--- src/rtl/core/stream_search_replace_defines.svh ---
// Assertion macros for the file that checks its own logic.
`ifndef STREAM_SEARCH_REPLACE_DEFINES_SVH
`define STREAM_SEARCH_REPLACE_DEFINES_SVH

// Same-cycle implication, checked outside reset.
`define SSR_ASSERT_IMPL(label, ante, cons) \
    label: assert property (@(posedge clk) disable iff (!rst_n) (ante) |-> (cons)) \
        else $error("same-cycle check failed");

// Next-cycle implication, checked outside reset.
`define SSR_ASSERT_NEXT(label, ante, cons) \
    label: assert property (@(posedge clk) disable iff (!rst_n) (ante) |=> (cons)) \
        else $error("next-cycle check failed");

`endif

--- src/rtl/core/ssr_pkg.sv ---
package ssr_pkg;

    localparam int DEF_MAX_PATTERN = 8;
    // The replacement field is 64 bits wide, so a job carries at most eight bytes.
    localparam int MAX_RESULTS = 8;
    localparam int RCW = $clog2(MAX_RESULTS + 1);
    localparam int QUEUE_DEPTH = 2;
    localparam int CFG_INDEX_W = 8;
    localparam int CFG_DATA_W = 64;

    localparam logic [CFG_INDEX_W-1:0] REG_SEARCH_TEXT  = CFG_INDEX_W'(0);
    localparam logic [CFG_INDEX_W-1:0] REG_SEARCH_LEN   = CFG_INDEX_W'(1);
    localparam logic [CFG_INDEX_W-1:0] REG_REPLACE_TEXT = CFG_INDEX_W'(2);
    localparam logic [CFG_INDEX_W-1:0] REG_REPLACE_LEN  = CFG_INDEX_W'(3);

    typedef struct packed {
        logic                   wr;
        logic [CFG_INDEX_W-1:0] index;
        logic [CFG_DATA_W-1:0]  data;
    } ssr_cfg_t;

    // All output words caused by one input word.
    typedef struct packed {
        logic [MAX_RESULTS-1:0][7:0] bytes;
        logic [RCW-1:0]              count;
        logic                        marker;
        logic                        last;
    } ssr_job_t;

    typedef struct packed {
        logic full;
        logic empty;
    } ssr_qstat_t;

endpackage

--- src/rtl/core/ssr_front.sv ---
module ssr_front
    import ssr_pkg::*;
#(
    parameter int MAX_PATTERN = DEF_MAX_PATTERN
)
(
    input  logic       clk,
    input  logic       rst_n,
    input  ssr_cfg_t   cfg,
    input  logic       in_valid,
    output logic       in_ready,
    input  logic [7:0] in_byte,
    input  logic       in_byte_valid,
    input  logic       string_last,
    input  ssr_qstat_t qstat,
    output logic       push,
    output ssr_job_t   push_job
);

    localparam int CW = $clog2(MAX_PATTERN + 1);

    logic [7:0]      win_reg [MAX_PATTERN];
    logic [7:0]      win_next [MAX_PATTERN];
    logic [CW-1:0]   count_reg, count_next;
    logic [63:0]     search_text_reg, search_text_next;
    logic [3:0]      search_len_reg, search_len_next;
    logic [63:0]     replace_text_reg, replace_text_next;
    logic [3:0]      replace_len_reg, replace_len_next;

    logic [CW-1:0]   slen;
    logic [RCW-1:0]  rlen;
    logic            take;
    logic [7:0]      ext [MAX_PATTERN];
    logic [CW-1:0]   extc;
    logic            full;
    logic [MAX_PATTERN-1:0] ok;
    logic            hit;
    logic            accept;
    ssr_job_t        job;

    assign in_ready = !qstat.full;
    assign accept   = in_valid && in_ready;

    always_comb
    begin
        slen = (search_len_reg > 4'(MAX_PATTERN)) ? CW'(MAX_PATTERN) : search_len_reg[CW-1:0];
        rlen = (replace_len_reg > 4'(MAX_RESULTS)) ? RCW'(MAX_RESULTS)
                                                   : replace_len_reg[RCW-1:0];
        take = in_byte_valid && (slen != '0);
        for (int i = 0; i < MAX_PATTERN; i++)
        begin
            ext[i] = (take && count_reg == CW'(i)) ? in_byte : win_reg[i];
            ok[i]  = (CW'(i) >= slen) || (ext[i] == search_text_reg[8*i +: 8]);
        end
        extc = count_reg + CW'(take);
        full = take && (extc == slen);
        hit  = full && (&ok);

        job        = '0;
        job.last   = string_last;
        win_next   = ext;
        count_next = extc;
        if (hit)
        begin
            job.bytes  = replace_text_reg;
            job.count  = rlen;
            count_next = '0;
        end
        else if (string_last)
        begin
            // The end of the string flushes whatever the window holds.
            if (slen == '0)
            begin
                job.bytes[0] = in_byte;
                job.count    = RCW'(in_byte_valid);
            end
            else
            begin
                for (int i = 0; i < MAX_PATTERN; i++)
                begin
                    job.bytes[i] = ext[i];
                end
                job.count = RCW'(extc);
            end
            count_next = '0;
        end
        else if (slen == '0)
        begin
            job.bytes[0] = in_byte;
            job.count    = RCW'(in_byte_valid);
        end
        else if (full)
        begin
            job.bytes[0] = ext[0];
            job.count    = RCW'(1);
            for (int i = 0; i < MAX_PATTERN - 1; i++)
            begin
                win_next[i] = ext[i+1];
            end
            win_next[MAX_PATTERN-1] = '0;
            count_next = slen - CW'(1);
        end
        if (string_last && job.count == '0)
        begin
            // An end marker carries a zero byte.
            job.bytes  = '0;
            job.marker = 1'b1;
            job.count  = RCW'(1);
        end

        if (!accept)
        begin
            win_next   = win_reg;
            count_next = count_reg;
        end

        search_text_next  = search_text_reg;
        search_len_next   = search_len_reg;
        replace_text_next = replace_text_reg;
        replace_len_next  = replace_len_reg;
        if (cfg.wr)
        begin
            case (cfg.index)
                REG_SEARCH_TEXT:
                begin
                    search_text_next = cfg.data;
                    count_next       = '0;
                end
                REG_SEARCH_LEN:
                begin
                    search_len_next = cfg.data[3:0];
                    count_next      = '0;
                end
                REG_REPLACE_TEXT: replace_text_next = cfg.data;
                REG_REPLACE_LEN:  replace_len_next  = cfg.data[3:0];
                default: ;
            endcase
        end
    end

    assign push     = accept && (job.count != '0);
    assign push_job = job;

    always_ff @(posedge clk or negedge rst_n)
    begin
        if (!rst_n)
        begin
            count_reg        <= '0;
            search_text_reg  <= '0;
            search_len_reg   <= '0;
            replace_text_reg <= '0;
            replace_len_reg  <= '0;
        end
        else
        begin
            count_reg        <= count_next;
            search_text_reg  <= search_text_next;
            search_len_reg   <= search_len_next;
            replace_text_reg <= replace_text_next;
            replace_len_reg  <= replace_len_next;
        end
    end

    always_ff @(posedge clk)
    begin
        win_reg <= win_next;
    end

endmodule

--- src/rtl/core/ssr_queue.sv ---
module ssr_queue
    import ssr_pkg::*;
#(
    parameter int DEPTH = QUEUE_DEPTH
)
(
    input  logic       clk,
    input  logic       rst_n,
    input  logic       push,
    input  ssr_job_t   push_job,
    input  logic       pop,
    output ssr_job_t   head_job,
    output ssr_qstat_t qstat
);

    localparam int PW = (DEPTH > 1) ? $clog2(DEPTH) : 1;
    localparam int NW = $clog2(DEPTH + 1);

    ssr_job_t      mem_reg [DEPTH];
    logic [PW-1:0] wr_ptr_reg, wr_ptr_next;
    logic [PW-1:0] rd_ptr_reg, rd_ptr_next;
    logic [NW-1:0] fill_reg, fill_next;

    assign qstat.full  = (fill_reg == NW'(DEPTH));
    assign qstat.empty = (fill_reg == '0);
    assign head_job    = mem_reg[rd_ptr_reg];

    always_comb
    begin
        wr_ptr_next = wr_ptr_reg;
        rd_ptr_next = rd_ptr_reg;
        fill_next   = fill_reg;
        if (push)
        begin
            wr_ptr_next = (wr_ptr_reg == PW'(DEPTH - 1)) ? '0 : wr_ptr_reg + PW'(1);
        end
        if (pop)
        begin
            rd_ptr_next = (rd_ptr_reg == PW'(DEPTH - 1)) ? '0 : rd_ptr_reg + PW'(1);
        end
        if (push && !pop)
        begin
            fill_next = fill_reg + NW'(1);
        end
        else if (pop && !push)
        begin
            fill_next = fill_reg - NW'(1);
        end
    end

    always_ff @(posedge clk or negedge rst_n)
    begin
        if (!rst_n)
        begin
            wr_ptr_reg <= '0;
            rd_ptr_reg <= '0;
            fill_reg   <= '0;
        end
        else
        begin
            wr_ptr_reg <= wr_ptr_next;
            rd_ptr_reg <= rd_ptr_next;
            fill_reg   <= fill_next;
        end
    end

    always_ff @(posedge clk)
    begin
        if (push)
        begin
            mem_reg[wr_ptr_reg] <= push_job;
        end
    end

endmodule

--- src/rtl/core/ssr_back.sv ---
module ssr_back
    import ssr_pkg::*;
(
    input  logic       clk,
    input  logic       rst_n,
    input  ssr_qstat_t qstat,
    input  ssr_job_t   head_job,
    output logic       pop,
    output logic       out_valid,
    input  logic       out_ready,
    output logic [7:0] out_byte,
    output logic       out_byte_valid,
    output logic       run_last,
    output logic       string_end
);

    localparam int IW = $clog2(MAX_RESULTS);

    logic [IW-1:0] idx_reg, idx_next;
    logic          fire;

    assign out_valid      = !qstat.empty;
    assign out_byte       = head_job.bytes[idx_reg];
    assign out_byte_valid = !head_job.marker;
    // The last word of a job is the one whose position plus one equals its count.
    assign run_last       = (RCW'(idx_reg) + RCW'(1)) == head_job.count;
    assign string_end     = run_last && head_job.last;
    assign fire           = out_valid && out_ready;
    assign pop            = fire && run_last;

    always_comb
    begin
        idx_next = idx_reg;
        if (fire)
        begin
            idx_next = run_last ? '0 : idx_reg + IW'(1);
        end
    end

    always_ff @(posedge clk or negedge rst_n)
    begin
        if (!rst_n)
        begin
            idx_reg <= '0;
        end
        else
        begin
            idx_reg <= idx_next;
        end
    end

endmodule

--- src/rtl/core/stream_search_replace.sv ---
// Stream search and replace. One byte word enters per cycle while the two-entry job
// queue between the matching front end and the output sequencer has room; a word that
// causes k output words (a replacement burst, or a window flush at the end of a string)
// has them sent one word per cycle, so the sustained input rate is one word per cycle
// whenever each input word causes at most one output word and out_ready stays high.
// Each job is queued when its input word is accepted and offered from the queue head.
// Configuration writes are taken every cycle and must be made while the block is idle.
`include "stream_search_replace_defines.svh"

module stream_search_replace
    import ssr_pkg::*;
#(
    parameter int MAX_PATTERN = DEF_MAX_PATTERN
)
(
    input  logic                   clk,
    input  logic                   rst_n,
    input  logic                   cfg_valid,
    output logic                   cfg_ready,
    input  logic [CFG_INDEX_W-1:0] cfg_index,
    input  logic [CFG_DATA_W-1:0]  cfg_data,
    input  logic                   in_valid,
    output logic                   in_ready,
    input  logic [7:0]             in_byte,
    input  logic                   in_byte_valid,
    input  logic                   string_last,
    output logic                   out_valid,
    input  logic                   out_ready,
    output logic [7:0]             out_byte,
    output logic                   out_byte_valid,
    output logic                   run_last,
    output logic                   string_end
);

    ssr_cfg_t   cfg;
    ssr_qstat_t qstat;
    ssr_job_t   push_job;
    ssr_job_t   head_job;
    logic       push;
    logic       pop;

    assign cfg_ready = 1'b1;
    assign cfg.wr    = cfg_valid && cfg_ready;
    assign cfg.index = cfg_index;
    assign cfg.data  = cfg_data;

    ssr_front #(
        .MAX_PATTERN (MAX_PATTERN)
    ) u_front (
        .clk           (clk),
        .rst_n         (rst_n),
        .cfg           (cfg),
        .in_valid      (in_valid),
        .in_ready      (in_ready),
        .in_byte       (in_byte),
        .in_byte_valid (in_byte_valid),
        .string_last   (string_last),
        .qstat         (qstat),
        .push          (push),
        .push_job      (push_job)
    );

    ssr_queue #(
        .DEPTH (QUEUE_DEPTH)
    ) u_queue (
        .clk      (clk),
        .rst_n    (rst_n),
        .push     (push),
        .push_job (push_job),
        .pop      (pop),
        .head_job (head_job),
        .qstat    (qstat)
    );

    ssr_back u_back (
        .clk            (clk),
        .rst_n          (rst_n),
        .qstat          (qstat),
        .head_job       (head_job),
        .pop            (pop),
        .out_valid      (out_valid),
        .out_ready      (out_ready),
        .out_byte       (out_byte),
        .out_byte_valid (out_byte_valid),
        .run_last       (run_last),
        .string_end     (string_end)
    );

    // A job that still has words to send keeps the output valid.
    `SSR_ASSERT_NEXT(a_run_continues, out_valid && out_ready && !run_last, out_valid)
    // An end marker is always a lone word that closes the string.
    `SSR_ASSERT_IMPL(a_marker_closes, out_valid && !out_byte_valid, run_last && string_end)
    // Input is held off only while queued work is waiting at the output.
    `SSR_ASSERT_IMPL(a_stall_has_work, !in_ready, out_valid && !qstat.empty)

endmodule

--- config.mk ---
export PLATFORM = sky130hd
export DESIGN_NAME = stream_search_replace
export DESIGN_NICKNAME = d
export VERILOG_FILES = /design/src/rtl/core/ssr_pkg.sv /design/src/rtl/core/ssr_front.sv /design/src/rtl/core/ssr_queue.sv /design/src/rtl/core/ssr_back.sv /design/src/rtl/core/stream_search_replace.sv
export VERILOG_INCLUDE_DIRS = /design/src /design/src/rtl/core
export SDC_FILE = /design/constraint.sdc
export NUM_CORES = 1
export LEC_CHECK = 0
export ABC_CLOCK_PERIOD_IN_PS = 7200
export BUFFER_PORTS_ARGS = -buffer_cell sky130_fd_sc_hd__buf_4
export CAP_MARGIN = 20
export CORE_MARGIN = 4
export CORE_UTILIZATION = 50
export CTS_CLUSTER_SIZE = 8
export DETAILED_ROUTE_END_ITERATION = 10
export PLACE_DENSITY = 0.77
export SLEW_MARGIN = 20
export SYNTH_ARGS = -nofsm -noshare
export SYNTH_HDL_FRONTEND = slang
export SYNTH_HIERARCHICAL = 1
export SYNTH_SLANG_ARGS = --single-unit
--- constraint.sdc ---
create_clock -name clk -period 7.2 [get_ports clk]
set_input_delay 0.36 -clock clk [delete_from_list [all_inputs] [get_ports clk]]
set_output_delay 0.36 -clock clk [all_outputs]
set_load 0.02 [all_outputs]
### After elaboration in Yosys (flattened, before gate mapping)

Memories as Yosys holds them, arrays and structs flattened.
Cells that the tools add are included.

| cells by class | value |
|---|---|
| add/sub/neg operators | 8 |
| multiplexer cells | 38 |
| order comparisons | 11 |
| eq/ne operators | 21 |
| reductions and logical operators | 46 |

Operators by type and width:

| cell | number |
|---|---|
| $mux 64 | 4 |
| $mux 56 | 2 |
| $mux 8 | 9 |
| $mux 69 | 1 |
| $mux 68 | 1 |
| $eq 8x8->1 | 8 |
| $mux 12 | 4 |
| $mux 4 | 9 |
| $bmux 8 s3 | 1 |
| $logic_and 1x1->1 | 19 |
| $eq 4x3->1 const B | 4 |
| $eq 8x2->1 const B | 2 |
| $ge 3x4->1 const A | 4 |
| $logic_not 4->1 | 3 |
| $eq 4x2->1 const B | 2 |
| $eq 4x4->1 | 2 |
| $eq 8x1->1 const B | 1 |
| $ge 1x4->1 const A | 2 |
| $ge 2x4->1 const A | 2 |
| $gt 4x4->1 const B | 2 |
| $logic_not 8->1 | 1 |
| $logic_or 1x1->1 | 8 |
| $reduce_and 2->1 | 4 |
| $reduce_and 8->1 | 1 |
| 18 further kinds | 28 |

| storage, ports and cells | value |
|---|---|
| word-level logic and storage cells | 142 |
| flip-flop bits (word level) | 211 |
| memories | 1 |
| RAM bits | 140 |
| bits of input ports | 87 |
| output and inout bits | 14 |

Memories:

| memory | depth | width | rd ports | clocked after memory_dff | wr ports | line | source |
|---|---|---|---|---|---|---|---|
| u_queue.mem_reg | 2 | 70 | 1 | 0 | 1 | ssr_queue.sv:19 | `ssr_job_t mem_reg [DEPTH];` |

### Depth between registers and ports, before layout

Gate-level depths: netlist (run 1).

| depth | value |
|---|---|
| word-level depth | 20 |
| depth in mapped cells | 22 |
| gate-level depth less buffers | 19 |

### By module

The synthesis (run 1) kept the hierarchy.

Modules (own cells, without submodules):

| module | area each (sq um) | cells each | instances | seq. area each (sq um) |
|---|---|---|---|---|
| ssr_front | 12233.0 | 1122 | 1 | 5425.2 |
| ssr_queue | 5589.1 | 234 | 1 | 4304.1 |
| ssr_back | 787.0 | 58 | 1 | 75.1 |
| stream_search_replace | 11.3 | 2 | 1 | 0.0 |

### Worst setup path before layout (run 1)

Ideal clock, no wire load.

| path | value |
|---|---|
| kind | register to register |
| start point | register u_front.search_len_reg[3] |
| end point | memory u_queue/mem_reg[0][0] (netlist bit) (enable) |
| path buffers | 3 |
| slack | -0.606 ns |
| data arrival time | 7.299 ns |
| required time | 6.693 ns |
| setup time | 0.507 ns |
| period minus slack after synthesis | 7.806 ns |
| stages on the path, launching flop included | 18 |
| cells stage by stage | dfrtp_1 nand2b_1 ha_1 or3b_1 buf_2 clkbuf_1 clkbuf_1 and2_1 ha_1 ha_1 xnor2_1 mux2_2 or3_1 a21oi_1 and2_1 a221oi_1 a211oi_1 nor2b_1 |

| on the way | value |
|---|---|
| word-level cells in the longest chain between the ends | 18 |
| elaborated cells on any way between the ends | 62 |
| those cells by class | add/sub: 1; order compare: 9; eq/ne: 9; mux: 17; reduce/logical: 26 |

RTL lines:

| item | line | source |
|---|---|---|
| from (decl) | ssr_front.sv:26 | `logic [3:0] search_len_reg, search_len_next;` |
| from (signal assigned) | ssr_front.sv:158 | `search_len_reg <= search_len_next;` |
| $gt 4x4->1 | ssr_front.sv:46 | `slen = (search_len_reg > 4'(MAX_PATTERN)) ? CW'(MAX_PATTERN) : search_len_reg[CW-1:0];` |
| $mux 4 * | ssr_front.sv:46 |  |
| $reduce_bool 4->1 | ssr_front.sv:49 | `take = in_byte_valid && (slen != '0);` |
| $logic_and 1x1->1 | ssr_front.sv:49 |  |
| $add 4x1->4 / $logic_and 1x1->1 (equally long branches) | ssr_front.sv:55, ssr_front.sv:52 |  |
| $eq 4x4->1 / $mux 8 (equally long branches) | ssr_front.sv:56, ssr_front.sv:52 |  |
| $logic_and 1x1->1 / $eq 8x8->1 (equally long branches) | ssr_front.sv:56, ssr_front.sv:53 |  |
| $mux 12 / $logic_or 1x1->1 (equally long branches) | ssr_front.sv:92, ssr_front.sv:53 |  |
| [... 3 more ...] | -- |  |
| $logic_not 4->1 | ssr_front.sv:103 | `if (string_last && job.count == '0)` |
| $logic_and 1x1->1 | ssr_front.sv:103 |  |
| $mux 69 * | ssr_front.sv:103 |  |
| $reduce_bool 4->1 * | ssr_front.sv:141 | `assign push = accept && (job.count != '0);` |
| $logic_and 1x1->1 * | ssr_front.sv:141 |  |
| via push | stream_search_replace.sv:39 | `logic push;` |
| $mux 1 * | ssr_queue.sv:69 | `if (push)` |
| $mux 1 (not written as such) * | ssr_queue.sv:71 | `mem_reg[wr_ptr_reg] <= push_job;` |
| to (decl) | ssr_queue.sv:19 |  |

Mark *: on every way through the listed nets, which the timed path passes. The rest lies on a longest branch.

==> metrics list, run 1 <==
- Counting instances, the worst hold path has a depth of 3.
- The worst path in the final design needs a cycle of 5680 ps, including I/O delays and setup.
- Data on the critical path is required at its endpoint by 7410 ps.
- Across the run, the number of max-cap violations was 0.
- Unrepaired setup endpoints after global routing: false
- Entering global routing, the biggest net connects 85 pins.
- The flow ran to the end, and the final reports show no timing, DRC or antenna violations.
- In this run the horizontal extent of the chip is 201 um.
* Count of synthesis-stage warnings from yosys: 6
- Among cell families on the critical path, the largest total delay comes from simple AND/OR/NAND/NOR gates.
- Design Area, Final: 21,000 um2
- Initial standard-cell utilization of the core: 0.507
* Setup total negative slack: 0 ps
* Number of antenna-violating nets in the routed design: 0
* Worst path bufs/invs: 1
- Routed Wire Length: 50,700 um
- The worst setup path is launched from a register.
- Diode insertion count for antenna repair: 0
* Post-layout utilization of the core: 0.571
- Summing all placed instances gives a cell area of 19,500 um2.
* CP Capture Type: register
* CTS Buffer Depth: 3
* CTS tree: yes
* Peak VDD IR: 0.000178 V
- Wire length per cell after detailed routing: 25.5 um
* Total power density per cell area: 321 nW/um2
- The signal on the critical path passes through nand2b_1 -> ha_1 -> or3b_1 -> nand3_1 -> mux2_2 -> a222oi_1 -> a41oi_1 -> nor4_2 -> nand4_1 -> o22ai_4 -> buf_4 -> nor3_1.
- Flip-flop and latch count after synthesis: 351
* Number of stages on the worst setup path: 12
- CTS clock-pin slew for the worst setup and hold paths: 50 ps
* Per-cell via count in the routed design: 6.35
- The total overflow left after global routing is 0.
- The final max-slew violation count was 0.
- The cell sitting at the root of the clock tree is a sky130_fd_sc_hd__clkbuf_16.
- Synthesized area divided by synthesized cell count: 13.1 um2
- The first detailed-routing pass took 6 iterations.
* Count of endpoints failing hold in the final timing report: 0
* Yosys top cell by area: sky130_fd_sc_hd__edfxtp_1
- Static leakage: 8.42 nW
- Netlist Area Pre-Place: 18,600 um2
- Final net count: 1,584
* Path type of the worst min-delay path: in2reg
* Clock Sinks: 351
- For this block, the initial DRC count from the detailed router was 1,497.
- Synthesis-to-finish area growth: 12.5%
- Asr flop ratio synth: 0.419
- Number of rows in the core area: 70
* Largest fanout on the critical path: 67
- Critical Path AT: 5890 ps
- Via count: 12,639
- The HPWL after detailed placement is 33,700 um.
* Distinct cells, synth: 80
- Post-CTS sizing: 0
* Number of antenna violations at the first check in global routing: 0
- CTS H-tree depth: 2
- In the global route stage, overall resource usage came out at 0.242.
* Total instance count after detailed placement: 1,904
- For this run, the number of standard cells in the final layout without fillers is 1,991.
* Number of cells produced by synthesis: 1,416
* Boundary pin count: 101
- Net count of the mapped netlist: 1,511
- Highest attainable clock frequency: 176 MHz
- Die boundary height: 201 um
- Tcrit/Tclk final: 0.789
- TritonCTS created 49 clock buffers.
- For this run, design rule violations remaining after detail routing come to 0.
* Post-layout power: 6.73 mW
- At the end of routability-driven placement, the weighted congestion stood at 0.955.
- For the pin with the worst max-slew slack, the measured transition is 1070 ps.
- Clock Latency Late Sink: 550 ps
- Reg2Reg Depth: 12
* Type of the worst setup path: reg2reg
* CP max-delay cell: sky130_fd_sc_hd__buf_4
- Count of buffers inserted at the top-level ports: 99
* Area share of the largest cell type after synthesis: 0.329
- In this design, the stage delay of the slowest critical-path cell is 830 ps.
- Setup violations remaining at the end of the flow were counted as 0.
- Post-route clock skew: 25.8 ps
* Synth Flop Type: sky130_fd_sc_hd__edfxtp_1
- The first global-routing pass estimated 76,100 um of wire.
- Placeable Area: 36,700 um2
- Counting flops with a built-in enable in the synthesized netlist gives 204.
- The die covers 40,400 um2.
* Largest cells by area after synthesis: sky130_fd_sc_hd__edfxtp_1, sky130_fd_sc_hd__dfrtp_1, sky130_fd_sc_hd__mux2_2
- Headroom to the max-slew limit came out at 0.288.
- Number of global-route vias before repair: 12,468
- Post-synthesis sequential area ratio: 0.527
* Largest register FFs: 140
* Fraction of final layout cells sized beyond drive strength 1: 0.299
[placed cells by master (no fill, tap or decap), drive strengths merged, types with 4 or more instances in the layout]
cell type,n
a2111oi,4
a21oi,75
a221oi,9
a311oi,7
a31oi,11
a32oi,8
and2,8
and4,8
buf,122
clkbuf,85
dfrtp,147
edfxtp,204
ha,8
inv,27
mux2,217
mux2i,112
mux4,16
nand2,96
nand2b,12
nand3,13
nand3b,5
nand4,11
nor2,60
nor2b,12
nor3,16
nor3b,4
nor4,20
o2111ai,5
o21ai,15
o22ai,5
o31a,4
or3,64
or4,4
xnor2,29
xor2,35
[timing repair]
item                      4_1_cts  5_1_grt
hold endpoints to repair       83        0
hold buffers                    1        0
setup buffers                   0        0
[through the flow]
| stage | worst slack, ps | hold WS [ps] |
|---|---|---|
| 2_1_floorplan | 716 | 64.4 |
| 3_3_place_gp | 1730 | 476 |
| 3_5_place_dp | 1620 | 483 |
| 4_1_cts | 1620 | 24.4 |
| 5_1_grt | 1230 | 39.6 |
| 6_report | 1520 | 39.8 |
[cells by family (layout without fill, tap and decap cells)]
logic type,Yosys count,count (layout),synth area share
AO/OA/AOI/OAI,177,177,0.0732
XOR/XNOR,64,64,0.0301
adder cells (fa/ha/maj),8,8,0.00538
buffers and inverters,129,236,0.0395
flip-flops,351,351,0.527
multiplexers,345,345,0.228
other,1,1,0.000201
AND/OR/NAND/NOR,341,341,0.0975
[synth_stat cells (all sizes together), types with 3 or more instances]
master   instances
a2111oi          4
a211oi           3
a21oi           75
a221oi           9
a311oi           7
a31o             3
a31oi           11
a32oi            8
a41oi            3
and2             8
and3             3
and4             8
buf             59
clkbuf          42
dfrtp          147
edfxtp         204
ha               8
inv             28
mux2           217
mux2i          112
mux4            16
nand2           96
nand2b          12
nand3           13
nand3b           5
nand4           11
nor2            60
nor2b           12
nor3            16
nor3b            4
nor4            20
o2111ai          5
o21ai           15
o221ai           3
o22ai            5
o31a             4
o31ai            3
o41ai            3
or3             64
or4              4
xnor2           29
xor2            35
[per-layer routing]
| layer | wire (um) | global-route usage | part of all wire |
|---|---|---|---|
| met2 | 23400 | 0.379 | 0.46 |
| met5 | 0 | 0 | 0 |
| met4 | 1650 | 0.0782 | 0.033 |
| met3 | 4890 | 0.0556 | 0.097 |
| met1 | 20800 | 0.338 | 0.41 |
[cell type report]
class	count	area (um2)
Sequential cell	351	9810
Multi-Input combinational cell	936	8120
Tap cell	468	586
Clock buffer	85	1360
Inverter	28	106
Fill cell	2874	15700
Timing Repair Buffer	123	975
[worst reg2reg max path, delay by kind of cell, from the launching register on]
kind                       cells  cell delay (ps)
muxes                          1              450
AOI/OAI and AO/OA              3              910
buffers and inverters          1              830
DFF                            1              620
adders and majority gates      1              300
and+or+nand+nor                6             2270
[path summary, 6_finish.rpt]
| check | startpoint | end | slack, ps |
|---|---|---|---|
| setup / recovery | u_front/search_len_reg[3] | u_queue/mem_reg[0][8] | 1520 |
| hold / removal | cfg_data[61] | u_front/search_text_reg[61] | 40 |
| setup reg to reg | u_front/search_len_reg[3] | u_queue/mem_reg[0][8] | 1520 |
| hold reg to reg | u_queue/fill_reg[1] | u_queue/fill_reg[1] | 490 |
| max in group asynchronous | rst_n | u_front/search_len_reg[3] | 5380 |
| min in group asynchronous | rst_n | u_front/replace_text_reg[30] | 440 |
[report_power, final]
| part | total [mW] | leakage (nW) | switching, mW | internal [mW] |
|---|---|---|---|---|
| clock | 2.07 | 0.646 | 0.814 | 1.26 |
| sequential | 2.77 | 3.93 | 0.248 | 2.52 |
| combinational | 1.88 | 3.84 | 1.04 | 0.842 |
| total | 6.73 | 8.42 | 2.10 | 4.63 |
Note: power is estimated with default switching activity, not from simulation.
==> inputs of run 2 (changes only) <==
--- a/config.mk
+++ b/config.mk
@@ -6,14 +6,15 @@
 export SDC_FILE = /design/constraint.sdc
 export NUM_CORES = 1
 export LEC_CHECK = 0
-export ABC_CLOCK_PERIOD_IN_PS = 7200
+export ABC_AREA = 1
+export ABC_CLOCK_PERIOD_IN_PS = 5300
 export BUFFER_PORTS_ARGS = -buffer_cell sky130_fd_sc_hd__buf_4
 export CAP_MARGIN = 20
 export CORE_MARGIN = 4
 export CORE_UTILIZATION = 50
 export CTS_CLUSTER_SIZE = 8
 export DETAILED_ROUTE_END_ITERATION = 10
-export PLACE_DENSITY = 0.77
+export PLACE_DENSITY = 0.74
 export SLEW_MARGIN = 20
 export SYNTH_ARGS = -nofsm -noshare
 export SYNTH_HDL_FRONTEND = slang
==> constraint.sdc (replaced) <==
create_clock -name clk -period 5.3 [get_ports clk]
set_input_delay 0.265 -clock clk [delete_from_list [all_inputs] [get_ports clk]]
set_output_delay 0.265 -clock clk [all_outputs]
set_load 0.02 [all_outputs]
==> run 2 against run 1 <==
Global-route usage is 1.3 points higher; sequential share of layout area shrank 1.3 points; synthesized cell count increased by 55%; synthesized area is 1.4% higher; critical path type unchanged; critical endpoint is now u_queue/mem_reg[0][45].
==> metrics list, run 2 <==
* Combined global-route utilization of all metal layers: 0.255
* Global routing's busiest layer: met2
* Met3 routing resource usage after global routing: 0.0586
* Largest cells by area after synthesis: sky130_fd_sc_hd__edfxtp_1, sky130_fd_sc_hd__dfrtp_1, sky130_fd_sc_hd__nand2_1
- Flip-flop and latch count after synthesis: 351
- Entering global routing, the biggest net connects 129 pins.
* Static leakage: 10.3 nW
- Reg area: 9810 um2
* Total power density per cell area: 433 nW/um2
- The floorplan step defined a core boundary enclosing 37,000 um2.
- The total overflow left after global routing is 0.
- The biggest area contributor in the post-synthesis netlist is sky130_fd_sc_hd__edfxtp_1.
* Synthesis-to-finish area growth: 14.2%
- Max-slew violation count: 0
- The die covers 40,900 um2.
- Initial standard-cell utilization of the core: 0.511
- Number of cells produced by synthesis: 2,191
- Setup total negative slack: 0 ps
* Placed wire-length estimate: 36,500 um
- Adder and majority gate portion of the synthesized area: 0.00530
- Count of routing violations after the opening detailed-route iteration: 2,020
* Synthesized area divided by synthesized cell count: 8.61 um2
* Count of buffers inserted at the top-level ports: 99
* Number of global-route vias before repair: 15,114
- The mapped netlist covers 18,900 um2.
- Time the worst path needs with I/O delays and setup: 4920 ps
* Worst reg2reg endpoint: u_queue/mem_reg[0][45]
- Number of search-and-repair iterations in the first detailed-routing pass: 8
- CTS H-tree depth: 2
- Number of antenna-violating nets in the routed design: 0
* Die width: 202 um
* Number of DRC violations after detailed routing: 0
- For this run, the top clock speed supported by timing is 203 MHz.
- The tree built by TritonCTS fans out to 351 sinks.
- At the end of routability-driven placement, the weighted congestion stood at 0.955.
* Routed Wire Length: 52,600 um
* Asr flop ratio synth: 0.419
- On the critical path the largest part of the delay comes from simple AND/OR/NAND/NOR gates.
- The tool flagged a number of max-cap violations equal to 0.
- Non-filler instance count after layout: 2,822
- The first global-routing pass estimated 83,900 um of wire.
- In this run the worst path has a maximum fanout of 33.
- Setup repair after global routing left no endpoint under its margin.
- For this run, the slowest stage of the critical path takes 490 ps.
- Among all flip-flop cells after synthesis, the most frequent one is sky130_fd_sc_hd__edfxtp_1.
- At the worst endpoint, the arrival time is 5140 ps.
* Worst path bufs/invs: 6
* Area share of the largest cell type after synthesis: 0.325
- Final net count: 2,376
* Via count: 15,589
- sky130_fd_sc_hd__nand2_1 is the most common cell in the netlist.
- Type of the worst setup path: reg2reg
- In this run the deepest clock path goes through 3 buffers.
- Most common cell after layout, fill and taps aside: sky130_fd_sc_hd__nand2_1
- CTS placed an instance of sky130_fd_sc_hd__clkbuf_16 at the clock tree root.
* Number of buffers created by CTS: 49
- Diode insertion count for antenna repair: 0
- Clock Latency Late Sink: 560 ps
- In this run the worst setup path begins at u_front/search_len_reg[3].
- The library cells used most frequently in the layout, excluding fill and tap cells, are sky130_fd_sc_hd__nand2_1, sky130_fd_sc_hd__inv_1, sky130_fd_sc_hd__edfxtp_1, sky130_fd_sc_hd__nor2_1, sky130_fd_sc_hd__o21ai_0.
- Synth Area in Compound Gates: 0.0921
* Per-cell via count in the routed design: 5.52
- Post-CTS timing repair inserted 0 buffers for setup.
- Number of synthesized flops with an enable pin: 204
- Post-synthesis sequential area ratio: 0.519
- Total instance count after detailed placement: 2,702
- Distinct cells, synth: 45
* Peak VDD IR: 0.000271 V
- Setup violations remaining at the end of the flow were counted as 0.
- Number of filler cells placed in the layout: 3,281
- XOR/XNOR share of the synthesized area: 0.00418
* Fraction of final layout cells sized beyond drive strength 1: 0.126
* Crit path required time: 5520 ps
* Number of rows in the core area: 70
* Largest register FFs: 140
- The worst hold path begins at cfg_data[10].
* Crit Reg-Reg Startpoint: u_front/search_len_reg[3]
- Tcrit/Tclk final: 0.928
- Counting cells, the worst reg-to-reg path comes to 25.
- Dividing the detail-routed wire length by the instance count gives 18.6 um.
* Min-Delay Path Depth: 3
- Startpoint class of the critical path: register
- The number of antenna violations at the first check in global routing is 0.
- Boundary pin count: 101
- Top post-synthesis cells by count: sky130_fd_sc_hd__nand2_1, sky130_fd_sc_hd__inv_1, sky130_fd_sc_hd__edfxtp_1, sky130_fd_sc_hd__nor2_1, sky130_fd_sc_hd__o21ai_0
- Net count of the mapped netlist: 2,286
- TritonCTS built the clock tree.
* Worst min-delay path endpoint: u_front/replace_text_reg[10]
- Met2 Use GR: 0.382
- Share of synthesized cell area in and, or, nand and nor gates: 0.240
* Worst reg-to-reg setup slack: 380 ps
- After synthesis, the share of cell area in mux cells is 0.0555.
- For this run, the number of Yosys warnings is 6.
* Tightest slew margin relative to the limit: 0.234
* CP max-delay cell: sky130_fd_sc_hd__dfrtp_1
- Die boundary height: 202 um
- The min-delay analysis places its worst path in the category in2reg.
* Global-route met1 utilization: 0.370
- Area taken by multi-input logic gates: 7530 um2
- CTS clock-pin slew for the worst setup and hold paths: 50 ps
- The run finished with clean final reports.
- Combinational family with the most area after synthesis: simple AND/OR/NAND/NOR gates
* CP Capture Type: register
- Worst Max-Slew Pin Slew: 1140 ps
- Count of endpoints failing hold in the final timing report: 0
- Post-route clock skew: 16.6 ps
run 2: cell types whose count changed in the layout (fill, tap and decap cells not counted), moves of 27 or more:
cell	before	now
sky130_fd_sc_hd__a21oi_2	40	0
sky130_fd_sc_hd__a31oi_1	11	48
sky130_fd_sc_hd__dlygate4sd3_1	1	32
sky130_fd_sc_hd__inv_1	27	216
sky130_fd_sc_hd__mux2_2	148	1
sky130_fd_sc_hd__mux2i_1	112	0
sky130_fd_sc_hd__nand2_1	95	677
sky130_fd_sc_hd__nand3_1	10	85
sky130_fd_sc_hd__nand3b_1	5	48
sky130_fd_sc_hd__nor2_1	60	202
sky130_fd_sc_hd__o21ai_0	14	193
sky130_fd_sc_hd__or3_1	63	0
sky130_fd_sc_hd__xnor2_1	29	2
sky130_fd_sc_hd__xor2_1	35	7
run 2: tightest hold or removal path: stages:
cell	delay, ps
sky130_fd_sc_hd__buf_4	110
sky130_fd_sc_hd__inv_1	60
sky130_fd_sc_hd__o21ai_0	80
run 2: worst max-delay path by stage:
stage	depth (start not counted)	slack [ps]	to
after floorplan	27	140	u_queue/mem_reg[1][0]
after global placement	25	560	u_queue/mem_reg[0][44]
after detailed placement	25	330	u_queue/mem_reg[0][44]
after CTS	25	320	u_queue/mem_reg[0][51]
after global routing	25	10	u_queue/mem_reg[0][45]
final	25	380	u_queue/mem_reg[0][45]
run 2: cell type report:
cell class	instances	share of cell area
clock buffers	86	0.0634
well taps	504	0.0293
inverters	236	0.0412
multi-input cells	1488	0.349
clock inverters	2	0.000813
repair buffers	155	0.0607
flip-flops and latches	351	0.455
run 2: what timing repair did:
item                       CTS  global route
gates resized for setup      0             2
hold buffers                32             0
setup endpoints to repair    0            66
hold endpoints to repair    71             0
run 2: logic make-up (layout without fill, tap and decap cells):
logic type | Yosys count | after routing
multiplexers | 70 | 70
AO/OA/AOI/OAI | 330 | 330
other | 1 | 1
AND/OR/NAND/NOR | 1070 | 1070
adder cells (fa/ha/maj) | 8 | 8
flip-flops | 351 | 351
buffers and inverters | 352 | 479
XOR/XNOR | 9 | 9
run 2: power breakdown:
part | internal, mW | switching, mW | leakage, nW
logic | 1.10 | 1.65 | 5.66
registers | 3.43 | 0.309 | 3.95
clock network | 1.72 | 1.13 | 0.657
total | 6.25 | 3.08 | 10.3
run 2: stage by stage:
stage | setup WS [ps] | total power, mW | area (um2) | utilization | hold WS [ps]
2_1_floorplan | 138 | 5.77 | 18900 | - | -30.6
6_report | 384 | 9.33 | 21500 | 0.583 | 3.15
3_5_place_dp | 333 | 6.48 | 19800 | 0.537 | 144
3_3_place_gp | 560 | 6.44 | 19800 | 0.537 | 139
4_1_cts | 317 | 9.37 | 21500 | 0.583 | 1.21
5_1_grt | 15.0 | 9.83 | 21500 | 0.583 | 15.0
run 2: per-layer routing:
metal | share of wire | up-vias
li1 | - | 7359
met3 | 0.10 | 135
met4 | 0.033 | 0
met1 | 0.43 | 7358
met2 | 0.44 | 737
met5 | 0 | -
